===== src/assert_macros.svh =====
// Assertion helpers shared by the RTL files.
`ifndef ASSERT_MACROS_SVH
`define ASSERT_MACROS_SVH

// Check a property on every rising edge, ignored while reset is held.
`define RWB_ASSERT(lbl, clk, rst_n, prop, msg) \
    lbl: assert property (@(posedge clk) disable iff (!rst_n) prop) else $error(msg);

// Check a property on every rising edge, reset included.
`define RWB_ASSERT_ALWAYS(lbl, clk, prop, msg) \
    lbl: assert property (@(posedge clk) prop) else $error(msg);

`endif


===== src/rwb_ram.sv =====
`timescale 1ns / 1ps
`default_nettype none
module rwb_ram #(
    parameter int DEPTH = 32,
    parameter int WIDTH = 8
) (
    input  wire logic                     clk,
    input  wire logic                     we,
    input  wire logic [$clog2(DEPTH)-1:0] waddr,
    input  wire logic [WIDTH-1:0]         wdata,
    input  wire logic                     re,
    input  wire logic [$clog2(DEPTH)-1:0] raddr,
    output logic      [WIDTH-1:0]         rdata
);

    logic [WIDTH-1:0] mem [DEPTH];

    always_ff @(posedge clk)
    begin
        if (we)
        begin
            mem[waddr] <= wdata;
        end
    end

    // hold read data until the next read
    always_ff @(posedge clk)
    begin
        if (re)
        begin
            rdata <= mem[raddr];
        end
    end

endmodule
`default_nettype wire


===== config.mk =====
export PLATFORM = sky130hd
export DESIGN_NAME = rwb_ram
export DESIGN_NICKNAME = d
export VERILOG_FILES = /design/src/assert_macros.svh /design/src/rwb_ram.sv
export SDC_FILE = /design/constraint.sdc
export NUM_CORES = 1
export LEC_CHECK = 0
export BUFFER_PORTS_ARGS = -buffer_cell sky130_fd_sc_hd__buf_2
export CAP_MARGIN = 10
export CORE_ASPECT_RATIO = 0.7
export CORE_MARGIN = 2
export CORE_UTILIZATION = 45
export DETAILED_ROUTE_END_ITERATION = 10
export SLEW_MARGIN = 20
export SYNTH_ARGS = -nofsm -noshare
export SYNTH_HDL_FRONTEND = slang
export SYNTH_SLANG_ARGS = --single-unit

===== constraint.sdc =====
create_clock -name clk -period 6.01 [get_ports clk]
set_input_delay 1.202 -clock clk [delete_from_list [all_inputs] [get_ports clk]]
set_output_delay 1.202 -clock clk [all_outputs]
set_load 0.1 [all_outputs]

==> impl_metrics.csv <==
group,metric,value,unit
sta,clock_skew,0.00976,ns
critical_path,critical_path.endpoint,"rdata[7]",
critical_path,crit_path_start_kind,"primary input",
global_routing,grt_overflow_total,0,
detailed_routing,ant_nets,0,
synth,yosys_warnings,0,
synth,syn_area,10100,um^2
synth,ys_types,14,
clock_network,cts.sinks,264,
placed_design,routabilityCongestion,0.764,
global_routing,gr-usage-all-layers,0.192,
critical_path,reg2regPathDepth,3,
floorplanning,std_cell_rows,45,
critical_path,rrSetupSlack,4.04,ns
detailed_routing,avgViaCountPerCell,5.88,
placed_design,placed_area,10500,um^2
detailed_routing,dr.first_iter.drc_count,629,
clock_network,cts_setup_buffers,0,
sta,setup-violations-final,0,
global_routing,grt_start_max_net_pins,49,
cells_and_area,final_common_cell,"edfxtp_1",
global_routing,grt.busiest_layer,"met1",
clock_network,holdBufCountCts,0,
cells_and_area,fin_area,11400,um^2
sta,maxSlewViolCount,0,
cells_and_area,nets,476,
synth,syn-num-nets,438,
global_routing,grt_first_pass_wirelength,31800,um
power,power.density,342,nW/um^2
clock_network,worstSkewPairLatency,0.52,ns
global_routing,use_met2,0.265,
detailed_routing,via_count,4449,
clock_network,clockBufferDepth,3,
placed_design,numPlacedInstances,709,
detailed_routing,drt-pass1-iter-count,5,
global_routing,grt_pass1_vias,4501,
sta,slew_headroom,0.261,
critical_path,crit_start,"raddr[0]",
critical_path,arrival,3.75,ns
cells_and_area,antenna_cells,0,
power,p_leak,0.00351,uW
floorplanning,floorplan.initialDensity,0.463,
sta,period_needed,3.47,ns
critical_path,worst-setup-path-type,"in -> reg",
placed_design,place.port_buffers,28,
placed_design,detailed_place_hpwl,13000,um
sta,rsz0062_at_grt,"no",
synth,synth_seq_area_share,0.782,
power,ir_worst_vdd,299,uV
clock_network,htree_levels,1,
sta,max_freq,288,MHz
status,run_status,"complete, no violations",
global_routing,grt_use_met3,0.0478,
floorplanning,die_area,23800,um^2
synth,avgSynthCellArea,24.3,um^2
sta,tightestPinTransition,1.11,ns
clock_network,ctsResizeCount,0,
critical_path,critPathCaptureType,"register",
sta,layout_worst_path_cycle_share,0.578,
clock_network,cts_made_buffers,26,
cells_and_area,fin_cells,756,
critical_path,rr_startpoint,"mem[21][6]",
cells_and_area,syn_to_final_growth,12.2,%
critical_path,critical_path_required,6.28,ns
cells_and_area,drive_gt1_frac,0.329,
synth,synth_cells,417,
detailed_routing,drc,0,
cells_and_area,final_cell_mix,"edfxtp_1 (264), mux4_2 (80), nor2_1 (33)",
sta,fin_setup_tns,0,ns
floorplanning,die_w,183,um
floorplanning,die_y,130,um
clock_network,cts_tree,"yes",
floorplanning,boundaryPins,29,
detailed_routing,wire_per_inst,28.6,um
cells_and_area,postLayoutCoreUtil,0.519,
detailed_routing,drt-total-wl,21600,um
min_path,hp-class,"reg -> reg",
global_routing,gr-usage-met1,0.309,
power,total_power,3890,uW
sta,hold_viol_final,0,
global_routing,antenna_found_initial,1,
synth,synth_seq_cells,264,
job,cap_violations,0,
critical_path,r2r_end,"rdata[6]",
floorplanning,core,21900,um^2
clock_network,path_clk_slew,0.06,ns
clock_network,root_buffer,"clkbuf_16",
critical_path,worstPathMaxFanout,47,
==> metrics by stage <==
stage,worst slack [ns],hold slack (ns)
finish,2.54,0.978
global route,2.32,0.992
CTS,2.45,0.986
detailed placement,1.91,0.967
global placement,1.96,0.951
floorplan,2.87,0.941
==> how the worst min path moves through the flow <==
stage               start       end  slack [ns]  cells after the start
5_1_grt        mem[26][3]  rdata[3]        0.99                      3
3_3_place_gp   mem[31][4]  rdata[4]        0.95                      3
3_5_place_dp   mem[31][3]  rdata[3]        0.97                      3
2_1_floorplan  mem[12][0]  rdata[0]        0.94                      3
6_report       mem[26][1]  rdata[1]        0.98                      3
4_1_cts        mem[26][3]  rdata[3]        0.99                      3
==> critical path: stages <==
cell and delay [ns]:
buf_4 0.72, buf_4 0.49, mux4_2 0.57, mux4_2 0.46, mux2_2 0.27
==> Yosys cell counts (all sizes together) <==
cell type / count / area share
buf: 14 / 0.0083
nand2: 1 / 0.00037
nand3b: 5 / 0.0037
nor2: 33 / 0.012
or3b: 3 / 0.0026
clkbuf: 6 / 0.0022
mux4: 80 / 0.18
mux2: 8 / 0.0089
or3: 1 / 0.00062
edfxtp: 264 / 0.78
nand3: 2 / 0.00099
==> sequential cells by signal, summed over array words and instances, names as in the netlist <==
name	count
mem	256
rdata	8
==> cell families (layout without fill, tap and decap cells) <==
family / Yosys count / count (layout) / share of synthesized area
DFF: 264 / 264 / 0.782
muxes: 88 / 88 / 0.187
buffers and inverters: 20 / 77 / 0.0105
and+or+nand+nor: 45 / 45 / 0.0205
==> metal layers <==
metal | up-vias | part of all wire
met1 | 2383 | 0.47
met2 | 178 | 0.43
met4 | 0 | 0.019
li1 | 1863 | -
met5 | - | 0
met3 | 25 | 0.086
==> power breakdown <==
group,total [uW],internal [uW],switching (uW)
Combinational,224,78.8,146
Sequential,2060,2060,8.78
Clock,1610,944,661
==> cell type report <==
class,count,area [um^2]
fillers,1688,10500
flip-flops and latches,264,7930
multi-input cells,133,2100
clock buffers,32,694
well taps,282,353
repair buffers,30,158
clock inverters,15,141
Note: power is estimated with default switching activity, not from simulation.
